<file path="src/rtl/core/rsa_pkg.sv">
// ----------------------------------------------------------------------------
// rsa_pkg
// Shared types and constants of the running statistics accumulator.
// ----------------------------------------------------------------------------
package rsa_pkg;

  localparam int CNT_W  = 32;
  localparam int SUM_W  = 64;
  localparam int SMP_W  = 32;
  localparam int MEAN_W = 48;
  localparam int FRAC_W = 16;
  localparam int DIFF_W = MEAN_W + 1;
  localparam int PROD_W = 2 * DIFF_W;
  localparam int SQ_W   = 63;
  localparam int MASK_W = 4;
  localparam int OUT_W  = 272;

  localparam int MASK_SUM = 0;
  localparam int MASK_MAX = 1;
  localparam int MASK_MIN = 2;
  localparam int MASK_VAR = 3;

  typedef enum logic [2:0] {
    ST_IDLE,
    ST_DSTART,
    ST_DIV,
    ST_MSTART,
    ST_MUL,
    ST_HOLD
  } state_t;

  // status of a serial arithmetic unit
  typedef struct packed {
    logic busy;
    logic done;
  } unit_stat_t;

endpackage

</file>
<file path="src/rtl/core/rsa_div.sv">
// ----------------------------------------------------------------------------
// rsa_div
// Bit-serial restoring divider, one quotient bit per cycle.
// ----------------------------------------------------------------------------
module rsa_div #(
  parameter int NUM_W = 49,
  parameter int DEN_W = 32
) (
  input  logic                   clk,
  input  logic                   rst,
  input  logic                   start,
  input  logic [NUM_W-1:0]       dividend,
  input  logic [DEN_W-1:0]       divisor,
  output rsa_pkg::unit_stat_t    stat,
  output logic [NUM_W-1:0]       quotient
);

  localparam int CW = $clog2(NUM_W + 1);

  logic [DEN_W-1:0] rem;
  logic [NUM_W-1:0] quo;
  logic [CW-1:0]    cnt;
  logic             busy;
  logic             done;
  logic [DEN_W:0]   shifted;
  logic             ge;

  assign shifted = {rem, quo[NUM_W-1]};
  assign ge      = shifted >= {1'b0, divisor};

  always_ff @(posedge clk) begin
    if (rst) begin
      busy <= 1'b0;
      done <= 1'b0;
      cnt  <= '0;
    end else begin
      done <= 1'b0;
      if (start) begin
        busy <= 1'b1;
        cnt  <= CW'(NUM_W);
      end else if (busy) begin
        cnt <= cnt - 1'b1;
        if (cnt == CW'(1)) begin
          busy <= 1'b0;
          done <= 1'b1;
        end
      end
    end
  end

  always_ff @(posedge clk) begin
    if (start) begin
      rem <= '0;
      quo <= dividend;
    end else if (busy) begin
      rem <= ge ? DEN_W'(shifted - {1'b0, divisor}) : shifted[DEN_W-1:0];
      quo <= {quo[NUM_W-2:0], ge};
    end
  end

  assign stat.busy = busy;
  assign stat.done = done;
  assign quotient  = quo;

endmodule

</file>
<file path="src/rtl/core/rsa_mul.sv">
// ----------------------------------------------------------------------------
// rsa_mul
// Bit-serial shift-add multiplier, one multiplier bit per cycle.
// ----------------------------------------------------------------------------
module rsa_mul #(
  parameter int OP_W = 49
) (
  input  logic                  clk,
  input  logic                  rst,
  input  logic                  start,
  input  logic [OP_W-1:0]       mcand,
  input  logic [OP_W-1:0]       mplier,
  output rsa_pkg::unit_stat_t   stat,
  output logic [2*OP_W-1:0]     product
);

  localparam int CW = $clog2(OP_W + 1);

  logic [2*OP_W-1:0] acc;
  logic [OP_W-1:0]   cand;
  logic [CW-1:0]     cnt;
  logic              busy;
  logic              done;
  logic [OP_W:0]     part;

  assign part = {1'b0, acc[2*OP_W-1:OP_W]} + (acc[0] ? {1'b0, cand} : '0);

  always_ff @(posedge clk) begin
    if (rst) begin
      busy <= 1'b0;
      done <= 1'b0;
      cnt  <= '0;
    end else begin
      done <= 1'b0;
      if (start) begin
        busy <= 1'b1;
        cnt  <= CW'(OP_W);
      end else if (busy) begin
        cnt <= cnt - 1'b1;
        if (cnt == CW'(1)) begin
          busy <= 1'b0;
          done <= 1'b1;
        end
      end
    end
  end

  always_ff @(posedge clk) begin
    if (start) begin
      acc  <= {{OP_W{1'b0}}, mplier};
      cand <= mcand;
    end else if (busy) begin
      acc <= {part, acc[OP_W-1:1]};
    end
  end

  assign stat.busy = busy;
  assign stat.done = done;
  assign product   = acc;

endmodule

</file>
<file path="src/rtl/core/running_statistics_accumulator.sv">
// ----------------------------------------------------------------------------
// running_statistics_accumulator
// Count, sum, min, max and Welford mean / squared-deviation sum per sample.
// ----------------------------------------------------------------------------
// One sample per transaction, one result per sample. Count, sum, min and max
// update in the accept cycle. With the variance enable clear, the result is
// ready in the next cycle, and a new sample is taken in the cycle the result
// drains. With the enable set, the mean step runs through a bit-serial divider
// and the deviation product through a bit-serial multiplier, divider first,
// each from its own start state. The result is registered from the hold state
// once the output register is free, and the block then returns to idle.
// One item is processed at a time. The next is taken once the block is idle
// and the output register is free or being drained.
module running_statistics_accumulator #(
  parameter int SAMPLE_WIDTH = 32
) (
  input  logic           clk,
  input  logic           rst,
  input  logic           cfg_valid,
  output logic           cfg_ready,
  input  logic [3:0]     cfg_data,      // compute_mask
  input  logic           s_tvalid,
  output logic           s_tready,
  input  logic [31:0]    s_tdata,       // sample_value
  output logic           m_tvalid,
  input  logic           m_tready,
  // sample_count, running_sum, running_min, running_max, running_mean,
  // squared_dev_sum, one zero pad bit
  output logic [271:0]   m_tdata
);

  localparam int SB    = (SAMPLE_WIDTH < rsa_pkg::SMP_W) ? SAMPLE_WIDTH : rsa_pkg::SMP_W;
  localparam int SHIFT = rsa_pkg::SMP_W - SB;
  localparam int DW    = rsa_pkg::DIFF_W;
  localparam int PW    = rsa_pkg::PROD_W;
  localparam int SQW   = rsa_pkg::SQ_W;

  rsa_pkg::state_t state, state_next;

  logic [rsa_pkg::MASK_W-1:0]        mask;
  logic [rsa_pkg::CNT_W-1:0]         count_reg, count_next;
  logic signed [rsa_pkg::SUM_W-1:0]  sum_reg, sum_next;
  logic signed [rsa_pkg::SMP_W-1:0]  min_reg, min_next, max_reg, max_next;
  logic signed [rsa_pkg::MEAN_W-1:0] mean_reg, mean_next;
  logic [SQW-1:0]                    sqdev_reg, sqdev_next;

  logic signed [rsa_pkg::MEAN_W-1:0] xq;
  logic [DW-1:0]                     mag1;
  logic                              neg1;

  logic accept, out_free;
  logic div_start, mul_start;
  rsa_pkg::unit_stat_t div_stat, mul_stat;
  logic [DW-1:0] quo;
  logic [PW-1:0] prod;

  logic signed [rsa_pkg::SMP_W-1:0]  xs;
  logic signed [rsa_pkg::MEAN_W-1:0] xq_in;
  logic signed [DW-1:0]              d1, d2;
  logic [DW-1:0]                     mag2;
  logic signed [rsa_pkg::SUM_W:0]    sum_ext;
  logic [SQW-1:0]                    p_sat;
  logic [SQW:0]                      sq_ext;

  assign cfg_ready = 1'b1;
  assign out_free  = !m_tvalid || m_tready;
  assign accept    = s_tvalid && s_tready;

  assign xs    = $signed(s_tdata << SHIFT) >>> SHIFT;
  assign xq_in = {xs, {rsa_pkg::FRAC_W{1'b0}}};
  assign d1    = DW'(xq_in) - DW'(mean_reg);
  assign sum_ext = {sum_reg[rsa_pkg::SUM_W-1], sum_reg}
                 + {{(rsa_pkg::SUM_W - rsa_pkg::SMP_W + 1){xs[rsa_pkg::SMP_W-1]}}, xs};

  // second deviation against the already updated mean
  assign d2   = DW'(xq) - DW'(mean_reg);
  assign mag2 = d2[DW-1] ? DW'(-d2) : DW'(d2);

  assign p_sat  = (|prod[PW-1:SQW+rsa_pkg::FRAC_W]) ? {SQW{1'b1}}
                                                   : prod[SQW+rsa_pkg::FRAC_W-1:rsa_pkg::FRAC_W];
  assign sq_ext = {1'b0, sqdev_reg} + {1'b0, p_sat};

  always_comb begin
    count_next = count_reg;
    sum_next   = sum_reg;
    min_next   = min_reg;
    max_next   = max_reg;
    mean_next  = mean_reg;
    sqdev_next = sqdev_reg;
    if (accept) begin
      if (count_reg != {rsa_pkg::CNT_W{1'b1}}) count_next = count_reg + 1'b1;
      if (mask[rsa_pkg::MASK_SUM]) begin
        if (sum_ext[rsa_pkg::SUM_W] != sum_ext[rsa_pkg::SUM_W-1])
          sum_next = sum_ext[rsa_pkg::SUM_W] ? {1'b1, {(rsa_pkg::SUM_W-1){1'b0}}}
                                             : {1'b0, {(rsa_pkg::SUM_W-1){1'b1}}};
        else
          sum_next = sum_ext[rsa_pkg::SUM_W-1:0];
      end
      if (mask[rsa_pkg::MASK_MAX] && xs > max_reg) max_next = xs;
      if (mask[rsa_pkg::MASK_MIN] && xs < min_reg) min_next = xs;
    end
    if (div_stat.done)
      mean_next = neg1 ? mean_reg - rsa_pkg::MEAN_W'(quo) : mean_reg + rsa_pkg::MEAN_W'(quo);
    if (mul_stat.done)
      sqdev_next = sq_ext[SQW] ? {SQW{1'b1}} : sq_ext[SQW-1:0];
  end

  always_comb begin
    state_next = state;
    unique case (state)
      rsa_pkg::ST_IDLE: begin
        if (accept && mask[rsa_pkg::MASK_VAR]) state_next = rsa_pkg::ST_DSTART;
      end
      rsa_pkg::ST_DSTART: state_next = rsa_pkg::ST_DIV;
      rsa_pkg::ST_DIV:    if (div_stat.done) state_next = rsa_pkg::ST_MSTART;
      rsa_pkg::ST_MSTART: state_next = rsa_pkg::ST_MUL;
      rsa_pkg::ST_MUL:    if (mul_stat.done) state_next = rsa_pkg::ST_HOLD;
      rsa_pkg::ST_HOLD:   if (out_free) state_next = rsa_pkg::ST_IDLE;
      default:            state_next = rsa_pkg::ST_IDLE;
    endcase
  end

  always_comb begin
    s_tready  = 1'b0;
    div_start = 1'b0;
    mul_start = 1'b0;
    unique case (state)
      rsa_pkg::ST_IDLE:   s_tready  = out_free;
      rsa_pkg::ST_DSTART: div_start = 1'b1;
      rsa_pkg::ST_MSTART: mul_start = 1'b1;
      default:            ;
    endcase
  end

  always_ff @(posedge clk) begin
    if (rst) begin
      state     <= rsa_pkg::ST_IDLE;
      mask      <= '0;
      count_reg <= '0;
      sum_reg   <= '0;
      min_reg   <= {1'b0, {(rsa_pkg::SMP_W-1){1'b1}}};
      max_reg   <= {1'b1, {(rsa_pkg::SMP_W-1){1'b0}}};
      mean_reg  <= '0;
      sqdev_reg <= '0;
      m_tvalid  <= 1'b0;
    end else begin
      state     <= state_next;
      if (cfg_valid && cfg_ready) mask <= cfg_data;
      count_reg <= count_next;
      sum_reg   <= sum_next;
      min_reg   <= min_next;
      max_reg   <= max_next;
      mean_reg  <= mean_next;
      sqdev_reg <= sqdev_next;
      if ((accept && !mask[rsa_pkg::MASK_VAR]) || (state == rsa_pkg::ST_HOLD && out_free))
        m_tvalid <= 1'b1;
      else if (m_tready)
        m_tvalid <= 1'b0;
    end
  end

  always_ff @(posedge clk) begin
    if (accept) begin
      xq   <= xq_in;
      neg1 <= d1[DW-1];
      mag1 <= d1[DW-1] ? DW'(-d1) : DW'(d1);
    end
    if ((accept && !mask[rsa_pkg::MASK_VAR]) || (state == rsa_pkg::ST_HOLD && out_free))
      m_tdata <= {1'b0, sqdev_next, mean_next, max_next, min_next, sum_next, count_next};
  end

  rsa_div #(.NUM_W(DW), .DEN_W(rsa_pkg::CNT_W)) u_div (
    .clk      (clk),
    .rst      (rst),
    .start    (div_start),
    .dividend (mag1),
    .divisor  (count_reg),
    .stat     (div_stat),
    .quotient (quo)
  );

  rsa_mul #(.OP_W(DW)) u_mul (
    .clk     (clk),
    .rst     (rst),
    .start   (mul_start),
    .mcand   (mag1),
    .mplier  (mag2),
    .stat    (mul_stat),
    .product (prod)
  );

`ifndef SYNTH
  a_div_done: assert property (@(posedge clk) disable iff (rst)
    div_stat.done |-> state == rsa_pkg::ST_DIV) else $error("divider done outside DIV");
  a_mul_done: assert property (@(posedge clk) disable iff (rst)
    mul_stat.done |-> state == rsa_pkg::ST_MUL) else $error("multiplier done outside MUL");
  a_count_nz: assert property (@(posedge clk) disable iff (rst)
    accept |=> count_reg != '0) else $error("count zero after a sample");
`endif

endmodule
</file>
<file path="config.mk">
export PLATFORM = sky130hd
export DESIGN_NAME = running_statistics_accumulator
export DESIGN_NICKNAME = d
export VERILOG_FILES = /design/src/rtl/core/rsa_pkg.sv /design/src/rtl/core/rsa_div.sv /design/src/rtl/core/rsa_mul.sv /design/src/rtl/core/running_statistics_accumulator.sv
export SDC_FILE = /design/constraint.sdc
export NUM_CORES = 2
export LEC_CHECK = 0
export BUFFER_PORTS_ARGS = -buffer_cell sky130_fd_sc_hd__buf_2
export CORE_ASPECT_RATIO = 1.2
export CORE_MARGIN = 4
export CORE_UTILIZATION = 48
export CTS_CLUSTER_DIAMETER = 60
export DETAILED_ROUTE_END_ITERATION = 10
export PLACE_DENSITY = 0.65
export SKIP_CTS_REPAIR_TIMING = 1
export SYNTH_ARGS = -nofsm -noshare
export SYNTH_HDL_FRONTEND = slang
export SYNTH_SLANG_ARGS = --single-unit
export TNS_END_PERCENT = 50
</file>
<file path="constraint.sdc">
create_clock -name clk -period 44.1 [get_ports clk]
set_input_delay 2.205 -clock clk [delete_from_list [all_inputs] [get_ports clk]]
set_output_delay 2.205 -clock clk [all_outputs]
set_load 0.02 [all_outputs]
</file>
==> impl_metrics.yaml <==
placed_design:
  pre_cts_ws_ps: 37100
  dp.cells: 7576
  finalWeightedCongestion: 0.964
  buffer_ports.inserted: 313
  place.detailed.hpwl_mm: 120
power:
  seq_power_share: 0.409
  finalPower_mw: 2.36
  power-per-cell-area_nw_per_um2: 38.5
  combPwrFrac: 0.225
  p_sw_uw: 727
  worst_ir_drop_vdd_mv: 0.0379
  power.switching_fraction: 0.308
  power.static_leakage_nw: 25.2
  internal_power_mw: 1.63
  fraction_of_power_consumed_by_the_clock_network: 0.367
logic_synthesis:
  syn_area_um2: 54900
  yosysSeqAreaShare: 0.410
  synthesis.instances: 5998
  number_of_synthesized_register_bits: 876
  synth.lib_cells_used.distinct: 101
  synth_flop_cell: "sky130_fd_sc_hd__edfxtp_1"
  post_synth.cell_area_avg_um2: 9.16
  synth_async_sr_flop_share: 0
  synth.yosys.warnings: 0
  synth.net_count: 6438
  synth-edff-count: 500
outcome:
  outcome: "completed"
routing:
  detail_route.wirelength_mm: 160
  via_count_normalized_by_instance_count: 5.74
  first_pass_drt_iterations: 5
  post-route-drc-count: 0
  num_vias: 44531
  drt_first_iter_violations: 3169
  ant_nets: 0
  wire_per_inst_um: 20.6
sta:
  maximum_operating_frequency_mhz: 158
  fin_setup_tns_ps: 0
  final_max_slew_viol_count: 0
  layout_worst_path_cycle_share: 0.144
  max_slew.worst_pin.slew_ps: 1080
  setup_violations: 0
  timing.max_slew.rel_slack: 0.277
  fin_ws_ps: 37750
  fin_hold_ws_ps: 451
  final_hold_viol_count: 0
  finalCriticalPeriod_ps: 6350
  grt_setup_unrepaired: "false"
  clock_skew_ps: 36.8
worst_setup_path:
  timing.critical_path.from_type: "flop"
  crit_required_ps: 44740
  critical_path.cell_chain: "nor4_1 > nand4_1 > nor4_2 > buf_4 > nand2b_1 > ha_1 > and4_1 > nand4_1 > or2_2 > nor4_1 > o2111ai_1 > a2111oi_0 > o21a_1 > a221o_1 > a21o_1 > buf_4 > o22a_1 > and2_1"
  slowest_stage: "sky130_fd_sc_hd__a2111oi_0"
  crit_type: "flop to flop"
  critical-path-max-stage-delay_ps: 1010
  critical_path_peak_fanout: 27
  cp-end-kind: "flop"
  crit_arrival_ps: 6990
floorplanning:
  die-area_um2: 120000
  initial_core_utilization: 0.485
  die_w_um: 317
  chipHeight_um: 379
  row_count: 135
  top_level_ports: 316
  coreArea_um2: 113000
clock_network:
  insertion_delay_ps: 710
  clock_tree.buffer_depth: 3
  cts_buffers: 97
  clock_tree.root_cell: "sky130_fd_sc_hd__clkbuf_16"
  htree_num_levels: 3
  worst_setup_hold_path_clk_slew_ps: 60
  cts_sinks: 876
  cts_tree: "done"
global_route:
  grt.total_usage: 0.262
  grt_pass1_wl_mm: 246
  grt_max_degree: 113
  antenna_found_initial: 0
  first_global_vias: 43021
  globalRoute.totalOverflow: 0
cells_and_area:
  number_of_flip_flops_in_the_largest_register: 271
  area.growth.synth_to_final_pct: 11.2
  final_nets: 6608
  filler_cell_count: 10477
  drive_above_1_share: 0.107
  layoutNonFillerInstCount: 7762
flow_run:
  cap_violations: 0
min_path:
  holdCritPathClass: "flop to flop"
stage by stage:
step	util	instance area [µm²]
2_1_floorplan	-	54900
3_3_place_gp	0.509	57700
3_5_place_dp	0.509	57700
4_1_cts	0.539	61100
5_1_grt	0.539	61100
6_report	0.539	61100
synthesized netlist by cell type, drive strengths merged (78+ instances only):
| library cell | n | share of area |
|---|---|---|
| nand2 | 575 | 0.039 |
| a21oi | 554 | 0.051 |
| edfxtp | 500 | 0.27 |
| nor2 | 484 | 0.033 |
| ha | 394 | 0.090 |
| dfxtp | 376 | 0.14 |
| o21ai | 330 | 0.030 |
| xnor2 | 319 | 0.051 |
| and2 | 288 | 0.033 |
| inv | 249 | 0.017 |
| clkbuf | 247 | 0.017 |
| a21o | 178 | 0.024 |
| nand2b | 146 | 0.017 |
| xor2 | 145 | 0.023 |
| nor3 | 111 | 0.010 |
| nand3 | 99 | 0.0090 |
| nand4 | 78 | 0.0089 |
layout make-up:
class / instances / area (µm²) / share of cell area
Clock buffer: 123 / 2710 / 0.0444
Timing Repair Buffer: 349 / 1850 / 0.0303
Clock inverter: 61 / 719 / 0.0118
Sequential cell: 876 / 22500 / 0.369
Multi-Input combinational cell: 4594 / 30500 / 0.498
Tap cell: 1507 / 1890 / 0.0308
Inverter: 250 / 945 / 0.0155
Antenna cell: 2 / 5.00 / 0.0000819
per-layer routing:
metal,routed length [µm],track usage,up-vias
met1,68000,0.332,21057
met4,7940,0.126,0
met5,0,0,-
met2,74100,0.431,1336
met3,10100,0.0476,300
li1,-,-,21838
cells by family (layout without fill, tap and decap cells):
family / after synthesis / after routing / synth area share
AO/OA/AOI/OAI: 1555 / 1555 / 0.176
flip-flops: 876 / 876 / 0.410
multiplexers: 136 / 136 / 0.0265
buffers and inverters: 528 / 783 / 0.0369
AND/OR/NAND/NOR: 2037 / 2037 / 0.184
adder cells (fa/ha/maj): 400 / 400 / 0.0917
XOR/XNOR: 464 / 464 / 0.0740
other: 2 / 4 / 0.000137
critical path: cells and delay by family, from the launching register on:
kind	cells	cell delay [ps]
compound gates	6	2420
fa+ha+maj	1	400
buf+inv	2	700
flops	1	340
simple gates	9	2360
cells in the final DEF, fill, tap and decap left out, types with 17 or more instances in the layout:
| cell | count |
|---|---|
| sky130_fd_sc_hd__a211oi_1 | 57 |
| sky130_fd_sc_hd__a21o_1 | 178 |
| sky130_fd_sc_hd__a21oi_1 | 549 |
| sky130_fd_sc_hd__a31oi_1 | 63 |
| sky130_fd_sc_hd__a41oi_1 | 17 |
| sky130_fd_sc_hd__and2_1 | 286 |
| sky130_fd_sc_hd__and3_1 | 35 |
| sky130_fd_sc_hd__buf_2 | 313 |
| sky130_fd_sc_hd__buf_4 | 35 |
| sky130_fd_sc_hd__clkbuf_16 | 103 |
| sky130_fd_sc_hd__dfxtp_1 | 372 |
| sky130_fd_sc_hd__edfxtp_1 | 500 |
| sky130_fd_sc_hd__ha_1 | 394 |
| sky130_fd_sc_hd__inv_1 | 246 |
| sky130_fd_sc_hd__mux2_2 | 77 |
| sky130_fd_sc_hd__mux2i_1 | 58 |
| sky130_fd_sc_hd__nand2_1 | 574 |
| sky130_fd_sc_hd__nand2b_1 | 144 |
| sky130_fd_sc_hd__nand3_1 | 99 |
| sky130_fd_sc_hd__nand4_1 | 78 |
| sky130_fd_sc_hd__nor2_1 | 481 |
| sky130_fd_sc_hd__nor2b_1 | 51 |
| sky130_fd_sc_hd__nor3_1 | 107 |
| sky130_fd_sc_hd__nor4_1 | 40 |
| sky130_fd_sc_hd__o211ai_1 | 18 |
| sky130_fd_sc_hd__o21a_1 | 51 |
| sky130_fd_sc_hd__o21ai_0 | 325 |
| sky130_fd_sc_hd__o21bai_1 | 70 |
| sky130_fd_sc_hd__o22a_1 | 24 |
| sky130_fd_sc_hd__o31ai_1 | 33 |
| sky130_fd_sc_hd__or2_2 | 19 |
| sky130_fd_sc_hd__or3_1 | 33 |
| sky130_fd_sc_hd__xnor2_1 | 319 |
| sky130_fd_sc_hd__xor2_1 | 145 |
final timing paths:
kind                          start        endpoint  slack (ps)  cells after the start
setup / recovery  u_mul.product[89]    sqdev_reg[3]       37750                     18
hold / removal             mag1[31]  u_mul.cand[31]         450                      0
setup reg to reg  u_mul.product[89]    sqdev_reg[3]       37750                     18
hold reg to reg            mag1[31]  u_mul.cand[31]         450                      0
power by group through the flow:
stage                     registers (mW)  logic [mW]  clock network [mW]
after floorplan                    0.999       0.374                   0
after global placement             0.980       0.518                   0
after detailed placement           0.980       0.522                   0
after CTS                          0.963       0.526               0.882
after global routing               0.967       0.589               0.915
final                              0.963       0.529               0.864
Note: power is estimated with default switching activity, not from simulation.
